## src/design/lcc_pkg.sv

```systemverilog
// ----------------------------------------------------------------------------
// lcc_pkg: shared types and constants of the lift coefficient curve core
// Widths, fixed-point constants, register indexes, datapath ops, FSM states.
// ----------------------------------------------------------------------------
package lcc_pkg;

   localparam int VAL_W   = 24;
   localparam int SLOPE_W = 23;
   localparam int TOL_W   = 16;
   localparam int IDX_W   = 3;

   // iterative divider geometry
   localparam int DIV_NUM_W = 59;
   localparam int DIV_DEN_W = 43;
   localparam int DIV_QUO_W = 41;
   localparam int DIV_CNT_W = 6;

   // Q16 constants
   localparam logic [16:0] Q_ONE  = 17'd65536;
   localparam logic [16:0] K_KNEE = 17'd114815;
   localparam logic [16:0] S_C1   = 17'd102944;
   localparam logic [16:0] S_C3   = 17'd42334;
   localparam logic [16:0] S_C5   = 17'd5223;
   localparam logic [8:0]  S_C7   = 9'd307;
   localparam logic signed [45:0] LIM40 = 46'sd1099511627776;

   localparam logic signed [VAL_W-1:0] V_MAX = 24'sd8388607;
   localparam logic signed [VAL_W-1:0] V_MIN = -24'sd8388608;

   // register reset values
   localparam logic signed [VAL_W-1:0] LIFT_MAX_RST      = 24'sd78643;
   localparam logic signed [VAL_W-1:0] LIFT_ZERO_RST     = 24'sd13107;
   localparam logic [SLOPE_W-1:0]      LIFT_SLOPE_RST    = 23'd327680;
   localparam logic signed [VAL_W-1:0] ANGLE_MAX_RST     = 24'sd13107;
   localparam logic signed [VAL_W-1:0] ANGLE_ZL_RST      = -24'sd2621;
   localparam logic [TOL_W-1:0]        TOLERANCE_RST     = 16'd20;

   typedef enum logic [IDX_W-1:0] {
      REG_LIFT_MAX        = 3'd0,
      REG_LIFT_AT_ZERO    = 3'd1,
      REG_LIFT_SLOPE      = 3'd2,
      REG_ANGLE_MAX       = 3'd3,
      REG_ANGLE_ZERO_LIFT = 3'd4,
      REG_TOLERANCE       = 3'd5
   } reg_idx_type;

   typedef enum logic [4:0] {
      OP_NONE, OP_LOAD, OP_KNEE_GO, OP_KNEE_CAP, OP_E, OP_D, OP_W, OP_AOA,
      OP_PH_GO, OP_X, OP_X2, OP_P1, OP_P2, OP_P3, OP_P4, OP_DMUL, OP_INNER,
      OP_SMUL, OP_LIFT, OP_UPDATE, OP_RESULT
   } dp_op_type;

   typedef enum logic [4:0] {
      ST_IDLE, ST_KNEE_GO, ST_KNEE_WAIT, ST_E, ST_D, ST_W, ST_AOA, ST_CHECK,
      ST_PH_GO, ST_PH_WAIT, ST_X2, ST_P1, ST_P2, ST_P3, ST_P4, ST_DMUL,
      ST_INNER, ST_SMUL, ST_LIFT, ST_UPDATE, ST_RESULT
   } state_type;

   typedef struct packed {
      dp_op_type op;
   } dp_cmd_type;

   typedef struct packed {
      logic div_done;
      logic inverse;
      logic rounded;
      logic w_zero;
      logic found;
      logic step_limit;
      logic out_free;
   } dp_stat_type;

endpackage

```

## src/design/lcc_ctrl.sv

```systemverilog
// ----------------------------------------------------------------------------
// lcc_ctrl: sequencer of the lift coefficient curve core
// Steps the datapath through knee, phase, sine, lift and bisection updates.
// ----------------------------------------------------------------------------
module lcc_ctrl import lcc_pkg::*; (
   input  logic        clock,
   input  logic        reset,
   input  logic        in_valid,
   output logic        in_ready,
   input  dp_stat_type stat,
   output dp_cmd_type  cmd
);

   state_type state_ff, state_in;

   always_ff @(posedge clock) begin
      if (reset) begin
         state_ff <= ST_IDLE;
      end else begin
         state_ff <= state_in;
      end
   end

   always_comb begin
      state_in = state_ff;
      unique case (state_ff)
         ST_IDLE:      if (in_valid) state_in = ST_KNEE_GO;
         ST_KNEE_GO:   state_in = ST_KNEE_WAIT;
         ST_KNEE_WAIT: if (stat.div_done) state_in = ST_E;
         ST_E:         state_in = ST_D;
         ST_D:         state_in = ST_W;
         ST_W:         state_in = ST_AOA;
         ST_AOA:       state_in = ST_CHECK;
         ST_CHECK: begin
            priority if (stat.rounded && !stat.w_zero) state_in = ST_PH_GO;
            else if (stat.rounded)                     state_in = ST_INNER;
            else                                       state_in = ST_SMUL;
         end
         ST_PH_GO:   state_in = ST_PH_WAIT;
         ST_PH_WAIT: if (stat.div_done) state_in = ST_X2;
         ST_X2:      state_in = ST_P1;
         ST_P1:      state_in = ST_P2;
         ST_P2:      state_in = ST_P3;
         ST_P3:      state_in = ST_P4;
         ST_P4:      state_in = ST_DMUL;
         ST_DMUL:    state_in = ST_INNER;
         ST_INNER:   state_in = ST_SMUL;
         ST_SMUL:    state_in = ST_LIFT;
         ST_LIFT:    state_in = stat.inverse ? ST_UPDATE : ST_RESULT;
         ST_UPDATE: begin
            priority if (stat.step_limit || stat.found) state_in = ST_RESULT;
            else                                        state_in = ST_AOA;
         end
         ST_RESULT:  if (stat.out_free) state_in = ST_IDLE;
         default:    state_in = ST_IDLE;
      endcase
   end

   always_comb begin
      in_ready = 1'b0;
      cmd.op   = OP_NONE;
      unique case (state_ff)
         ST_IDLE: begin
            in_ready = 1'b1;
            if (in_valid) cmd.op = OP_LOAD;
         end
         ST_KNEE_GO:   cmd.op = OP_KNEE_GO;
         ST_KNEE_WAIT: if (stat.div_done) cmd.op = OP_KNEE_CAP;
         ST_E:         cmd.op = OP_E;
         ST_D:         cmd.op = OP_D;
         ST_W:         cmd.op = OP_W;
         ST_AOA:       cmd.op = OP_AOA;
         ST_CHECK:     cmd.op = OP_NONE;
         ST_PH_GO:     cmd.op = OP_PH_GO;
         ST_PH_WAIT:   if (stat.div_done) cmd.op = OP_X;
         ST_X2:        cmd.op = OP_X2;
         ST_P1:        cmd.op = OP_P1;
         ST_P2:        cmd.op = OP_P2;
         ST_P3:        cmd.op = OP_P3;
         ST_P4:        cmd.op = OP_P4;
         ST_DMUL:      cmd.op = OP_DMUL;
         ST_INNER:     cmd.op = OP_INNER;
         ST_SMUL:      cmd.op = OP_SMUL;
         ST_LIFT:      cmd.op = OP_LIFT;
         ST_UPDATE:    cmd.op = OP_UPDATE;
         ST_RESULT:    if (stat.out_free) cmd.op = OP_RESULT;
         default:      cmd.op = OP_NONE;
      endcase
   end

endmodule

```

## config.mk

```make
export PLATFORM = sky130hd
export DESIGN_NAME = lcc_ctrl
export DESIGN_NICKNAME = d
export VERILOG_FILES = /design/src/design/lcc_pkg.sv /design/src/design/lcc_ctrl.sv
export SDC_FILE = /design/constraint.sdc
export NUM_CORES = 1
export LEC_CHECK = 0
export BUFFER_PORTS_ARGS = -buffer_cell sky130_fd_sc_hd__buf_2
export CAP_MARGIN = 40
export CORE_AREA = 4 4 41 43
export CTS_CLUSTER_SIZE = 30
export DETAILED_ROUTE_END_ITERATION = 10
export DIE_AREA = 0 0 45 47
export PLACE_DENSITY = 0.67
export SLEW_MARGIN = 30
export SYNTH_ARGS = -nofsm -noshare
export SYNTH_HDL_FRONTEND = slang
export SYNTH_SLANG_ARGS = --single-unit
```

## constraint.sdc

```tcl
create_clock -name clock -period 2.4 [get_ports clock]
set_clock_uncertainty 0.2 [all_clocks]
set_input_delay 0.48 -clock clock [delete_from_list [all_inputs] [get_ports clock]]
set_output_delay 0.48 -clock clock [all_outputs]
set_load 0.02 [all_outputs]
```

### Yosys cells after proc, flatten, opt, wreduce, memory -nomap -nowiden

Index checks and enable logic that the tools add are counted.

* equality and inequality tests: 24
* muxes and demuxes: 15
* reduce and logical (&&, ||, !) cells: 5

Operator list (count)
* 5-bit case mux with 21 select lines: 1
* 5-bit case mux with 20 select lines: 1
* 5-bit by 4-bit equality test with 1-bit output (second input constant): 8
* 5-bit 2-to-1 mux: 7
* 5-bit equality test (second input constant): 5
* 5-bit by 3-bit equality test with 1-bit output (second input constant): 4
* 5-bit by 2-bit equality test with 1-bit output (second input constant): 2
* 2-bit != test (second input constant): 4
* 5-bit by 1-bit equality test with 1-bit output (second input constant): 1
* 5-bit logical NOT: 1
* 4-bit 2-to-1 mux: 1
* 4-bit AND reduction: 1
* 1-bit 2-to-1 mux: 3
* 3-bit 2-to-1 mux: 1
* 2-bit 2-to-1 mux: 1
* 1-bit logical AND: 1
* 1-bit logical NOT: 1
* 1-bit logical OR: 1

* output and inout bits: 6
* register bits: 5
* input bits: 10

### Logic depth before layout (Yosys ltp)

Gate-level depths: netlist (run 1).

* depth after elaboration: 4
* mapped depth: 6
* depth with buffers taken out: 4

### Worst setup path after synthesis (run 1)

No wires, ideal clock.

* path kind: register to output
* start point: register state_ff[3]
* end point: output port cmd[0] (netlist name)
* buffers on the path: 2
* data arrival time: 1.287 ns
* required time: 1.720 ns
* cell stages (with the launch flop): 6
* slack: 0.433 ns
* cells stage by stage: dfxtp_1 > buf_6 > clkbuf_1 > o211ai_1 > o31a_1 > o22ai_1

RTL lines
* start: declaration: RTL line lcc_ctrl.sv:14 `state_type state_ff, state_in;`
* start signal: assignment: RTL line lcc_ctrl.sv:20 `state_ff <= state_in;`
* end: declaration: RTL line lcc_ctrl.sv:11 `output dp_cmd_type cmd`

==> results of run 1 <==
## kinds of logic (layout without fill, tap and decap cells)
kind of cell / count (synthesis) / after routing / share of synthesized area (%)
AOI/OAI and AO/OA: 27 / 27 / 32.2
buffers and inverters: 11 / 26 / 10.9
DFF: 5 / 5 / 17.8
muxes: 2 / 2 / 3.56
and+or+nand+nor: 35 / 35 / 35.6
## cells in the mapped netlist (all sizes together), types with 2 or more instances
cell	number	area share [%]
or3	2	2.2
o21ai	4	3.6
o211ai	3	4.0
inv	3	2.0
o22ai	2	2.2
mux2i	2	3.6
nand4	2	2.2
a31oi	3	3.3
nor3	2	1.8
a21oi	5	4.4
buf	6	7.3
nor2	9	6.4
nand2b	3	4.7
dfxtp	5	18
nand2	8	5.3
## critical path, stage by stage, from the launching register on
cell and delay, ns:
dfxtp_1 0.64, a21oi_1 0.07, o31a_1 0.26, o22ai_1 0.14, buf_2 0.19
## power breakdown
part	switching (uW)	internal, uW
registers	23.9	91.0
logic	75.6	55.9
clock network	37.9	63.1
## stage by stage
stage | cell area [um^2] | power [uW]
global placement | 634 | 244
finish | 662 | 347
CTS | 661 | 349
detailed placement | 634 | 245
global route | 662 | 370
floorplan | 563 | 208
## area by class of cell
cell class                      instances  area, um^2
Clock buffer                            4        26.3
Fill cell                             145         639
Inverter                                4        16.3
Multi-Input combinational cell         64         402
Sequential cell                         5         101
Tap cell                               15        18.8
Timing Repair Buffer                   18        97.6
## routing by layer
metal | GRT usage (%) | vias to the layer above
met2 | 25.1 | 11
met3 | 1.53 | 2
li1 | - | 331
met5 | 0 | -
met1 | 17.6 | 288
met4 | 7.02 | 0
## worst max-delay path by stage
stage | startpoint | to | slack (ns) | cells past startpoint
2_1_floorplan | state_ff[3] | cmd[0] | 0.43 | 5
3_3_place_gp | state_ff[0] | cmd[0] | 0.39 | 4
3_5_place_dp | state_ff[0] | cmd[0] | 0.34 | 4
4_1_cts | state_ff[0] | cmd[0] | 0.07 | 4
5_1_grt | state_ff[2] | cmd[1] | 0.09 | 5
6_report | state_ff[2] | cmd[0] | 0.17 | 4
## repair_timing
| item | in CTS | in global routing |
|---|---|---|
| gates resized for setup | 0 | 1 |
| hold buffers | 0 | 0 |
| setup endpoints to repair | 0 | 2 |
==> impl_metrics.env, run 1 <==
export IMPL_rsz0062_at_grt="no"
export IMPL_min_from="reset"
export IMPL_track_usage_pct=14.4
export IMPL_layout_common_cells="buf_2 (15), nor2_1 (8), nand2_1 (8)"
export IMPL_drive_gt1_share_pct=27.4
export IMPL_wl_met3_um=44
export IMPL_r2r_start="state_ff[1]"
export IMPL_overflow=0
export IMPL_power_density_nw_per_um2=525
export IMPL_cp_end_kind="output port"
export IMPL_ios=16
export IMPL_syn_area_per_cell_um2=7.04
export IMPL_insertion_delay_ns=0.25
export IMPL_largest_register_ffs=5
export IMPL_drt_initial_drc_count=3
export IMPL_period_minus_slack_ns=2.23
export IMPL_totalWireLength_um=1430
export IMPL_outcome="completed"
export IMPL_stdcell_count=110
export IMPL_antenna_cells=0
export IMPL_place_inst=106
export IMPL_die_area_um2=2120
export IMPL_hold_violations=0
export IMPL_wl_met2_um=646
export IMPL_min_path_type="in -> reg"
export IMPL_wire_per_inst_um=13.0
export IMPL_viasPerCell=5.75
export IMPL_timing_fmax_mhz=448
export IMPL_synth_nets=90
export IMPL_grt_pass1_wl_um=2220
export IMPL_vias=632
export IMPL_clk_path_buf_depth=2
export IMPL_pre_cts_ws_ns=0.341
export IMPL_drv_slew=0
export IMPL_dr_pass1_iters=2
export IMPL_synth_edf_count=0
export IMPL_cp_arrival_ns=1.55
export IMPL_crit_fanout=16
export IMPL_final_common_cell="buf_2"
export IMPL_area_growth_pct=17.6
export IMPL_start_util_pct=43.3
export IMPL_r2r_setup_slack_ns=0.53
export IMPL_grt_pass1_vias=529
export IMPL_synthArstFlopShare_pct=0
export IMPL_synth_seq_area_share_pct=17.8
export IMPL_top_layer_used="met4"
export IMPL_synth_warnings=0
export IMPL_port_buffers=15
export IMPL_cts_made_buffers=3
export IMPL_ys_ff_latch=5
export IMPL_cts_sinks=5
export IMPL_finalNetCount=106
export IMPL_r2r_cells=5
export IMPL_min_path_cells=2
export IMPL_synth_main_ff_cell="dfxtp_1"
export IMPL_setup_viol=0
export IMPL_wl_met1_um=710
export IMPL_clock_root_buffer="clkbuf_4"
export IMPL_cp_start_kind="register"
export IMPL_hpwl_um=1030
export IMPL_top_regs="state_ff x5"
export IMPL_htreeDepth=1
export IMPL_cts_tree="done"
export IMPL_postCtsSetupRepairBufs=0
export IMPL_gp_congestion=0.811
export IMPL_final_antenna_net_count=0
export IMPL_worstReg2RegEnd="state_ff[1]"
export IMPL_cp_required_ns=1.72
export IMPL_drc=0
export IMPL_grt_max_degree=18
export IMPL_antenna_found_initial=0
export IMPL_holdWs_ns=0.259
export IMPL_ys_types=41
export IMPL_clk_pin_slew_ns=0.04
export IMPL_p_leak_uw=0.000254
export IMPL_relSlewSlack_pct=65.2
export IMPL_largest_register="state_ff"
export IMPL_final_setup_worst_slack_ns=0.170
export IMPL_worstMarginPinSlew_ns=0.522
export IMPL_path_class="reg -> out"
export IMPL_drv_cap=0
export IMPL_min_to="state_ff[4]"
export IMPL_fin_crit_sh_pct=92.9
export IMPL_tns_ns=0
export IMPL_post_route_util_pct=50.9
export IMPL_synthCells=80
export IMPL_floorplan_die_height_um=47
export IMPL_syn_area_um2=563
export IMPL_fp_coreArea_um2=1300
export IMPL_die_x_um=45
export IMPL_std_cell_rows=13
export IMPL_ir_worst_vdd_mv=0.198
No activity file was read; power rests on OpenSTA's default activity.
==> inputs of run 2 (changes only) <==
--- a/config.mk
+++ b/config.mk
@@ -5,13 +5,12 @@
 export SDC_FILE = /design/constraint.sdc
 export NUM_CORES = 1
 export LEC_CHECK = 0
-export BUFFER_PORTS_ARGS = -buffer_cell sky130_fd_sc_hd__buf_2
 export CAP_MARGIN = 40
 export CORE_AREA = 4 4 41 43
 export CTS_CLUSTER_SIZE = 30
 export DETAILED_ROUTE_END_ITERATION = 10
 export DIE_AREA = 0 0 45 47
-export PLACE_DENSITY = 0.67
+export DONT_BUFFER_PORTS = 1
 export SLEW_MARGIN = 30
 export SYNTH_ARGS = -nofsm -noshare
 export SYNTH_HDL_FRONTEND = slang
==> run 2 against run 1 <==
  * Register-to-register slack improved by 0.10 ns
  * Total power down 4.4%
  * Largest cell class unchanged
  * Highest routed layer is now met3
  * Sequential cell count stayed put
  * Global-route usage is 1.7 points higher
  * Die area unchanged
  * Count of clock-buffer cells in the layout stayed put
  * Cell area shrank 8.1%
  * Maximum frequency shrank 1.5%
  * Sequential share of layout area up 1.4 points
  * Non-clock buffer count fell by 13
  * First-iteration DRC count grew to 4.0 times the previous value
==> impl_metrics.env, run 2 (synthesis gave the netlist of run 1 again) <==
export IMPL_place_inst=93
export IMPL_largest_register_ffs=5
export IMPL_drv_cap=0
export IMPL_fin_crit_sh_pct=94.3
export IMPL_top_regs="state_ff x5"
export IMPL_period_minus_slack_ns=2.26
export IMPL_intPower_uw=205
export IMPL_port_buffers=0
export IMPL_ir_worst_vdd_mv=0.213
export IMPL_ios=16
export IMPL_final_setup_worst_slack_ns=0.136
export IMPL_crit_fanout=11
export IMPL_std_cell_rows=13
export IMPL_cp_arrival_ns=1.58
export IMPL_hpwl_um=1030
export IMPL_path_class="reg -> out"
export IMPL_grt_pass1_vias=581
export IMPL_power_net_switching_uw=127
export IMPL_viasPerCell=6.27
export IMPL_clk_path_buf_depth=2
export IMPL_drv_slew=0
export IMPL_vias=608
export IMPL_hold_violations=0
export IMPL_comb_power_share_pct=35.8
export IMPL_outcome="completed"
export IMPL_track_usage_pct=16.1
export IMPL_antenna_found_initial=0
export IMPL_relSlewSlack_pct=65.2
export IMPL_area_growth_pct=8.00
export IMPL_setup_viol=0
export IMPL_fp_coreArea_um2=1300
export IMPL_cts_made_buffers=3
export IMPL_start_util_pct=43.3
export IMPL_holdWs_ns=0.107
export IMPL_timing_fmax_mhz=442
export IMPL_drive_gt1_share_pct=17.1
export IMPL_drc=0
export IMPL_final_antenna_net_count=0
export IMPL_max_stage_delay_ns=0.55
export IMPL_rsz0062_at_grt="no"
export IMPL_tns_ns=0
export IMPL_worstMarginPinSlew_ns=0.522
export IMPL_pwr_share_seq_pct=35.3
export IMPL_path_cells="and2b_1, a41oi_1, o22ai_1, buf_4"
export IMPL_p_clk_share_pct=28.9
export IMPL_totalWireLength_um=1440
export IMPL_finalNetCount=93
export IMPL_floorplan_die_height_um=47
export IMPL_fill_cells=144
export IMPL_power_uw=332
export IMPL_min_path_type="in -> reg"
export IMPL_drt_initial_drc_count=12
export IMPL_die_area_um2=2120
export IMPL_die_x_um=45
export IMPL_insertion_delay_ns=0.24
export IMPL_postCtsSetupRepairBufs=0
export IMPL_power_density_nw_per_um2=546
export IMPL_pre_cts_ws_ns=0.323
export IMPL_cts_sinks=5
export IMPL_dr_pass1_iters=4
export IMPL_clock_root_buffer="clkbuf_4"
export IMPL_largest_register="state_ff"
export IMPL_wire_per_inst_um=14.8
export IMPL_cp_start_kind="register"
export IMPL_htreeDepth=1
export IMPL_cp_end_kind="output port"
export IMPL_antenna_cells=0
export IMPL_cts_tree="done"
export IMPL_cp_slowest_cell="dfxtp_1"
export IMPL_overflow=0
export IMPL_stdcell_count=97
export IMPL_gp_congestion=0.757
export IMPL_grt_max_degree=18
export IMPL_p_leak_uw=0.000202
export IMPL_clk_pin_slew_ns=0.04
export IMPL_switching_share_pct=38.2
export IMPL_layout_common_cells="nor2_1 (8), nand2_1 (8), a21oi_1 (5), buf_4 (5), dfxtp_1 (4)"
export IMPL_cp_required_ns=1.72
export IMPL_grt_pass1_wl_um=2530
run 2: changes by cell type in the layout (fill, tap and decap cells not counted):
cell     before  now
o22ai_2       0    1
buf_2        15    0
buf_4         3    5
o22ai_1       2    1
run 2: path summary, 6_finish.rpt:
check | from | end | slack (ns) | cells after the start
min reg2reg | state_ff[1] | state_ff[2] | 0.49 | 2
max reg2reg | state_ff[3] | state_ff[4] | 0.63 | 4
max | state_ff[1] | cmd[0] | 0.14 | 4
min | reset | state_ff[2] | 0.11 | 1
run 2: area by class of cell:
class / instances / area, um^2 / area share [%]
Multi-Input combinational cell: 64 / 408 / 67.1
Sequential cell: 5 / 101 / 16.7
Timing Repair Buffer: 5 / 37.5 / 6.17
Clock buffer: 4 / 26.3 / 4.32
Tap cell: 15 / 18.8 / 3.09
Inverter: 4 / 16.3 / 2.67
run 2: metal layers:
metal | track usage [%] | routed length, um | vias up
met5 | 0 | 0 | -
met4 | 7.02 | 0 | 0
met3 | 2.68 | 66 | 0
met2 | 28.2 | 711 | 14
met1 | 19.4 | 661 | 291
li1 | - | - | 303
run 2: power by group through the flow:
| stage | clock (uW) | combinational [uW] | sequential, uW |
|---|---|---|---|
| 2_1_floorplan | 0 | 110 | 97.8 |
| 3_3_place_gp | 0 | 117 | 116 |
| 3_5_place_dp | 0 | 117 | 117 |
| 4_1_cts | 100 | 118 | 116 |
| 5_1_grt | 107 | 133 | 120 |
| 6_report | 96.0 | 119 | 117 |
run 2: critical path, delay by kind of cell (launching register included):
kind	cells	cell delay [ns]
flip-flops	1	0.55
AO/OA/AOI/OAI	2	0.33
AND/OR/NAND/NOR	1	0.28
buffers and inverters	1	0.19
run 2: metrics by stage:
| stage | utilization (%) | area [um^2] |
|---|---|---|
| floorplan | - | 563 |
| global placement | 44.1 | 574 |
| detailed placement | 44.1 | 574 |
| CTS | 46.2 | 601 |
| global route | 46.7 | 608 |
| finish | 46.7 | 608 |
run 2: repair_timing:
item / CTS / global route
hold buffers: 0 / 0
endpoints found under the setup margin: 0 / 3
resized for setup: 0 / 2
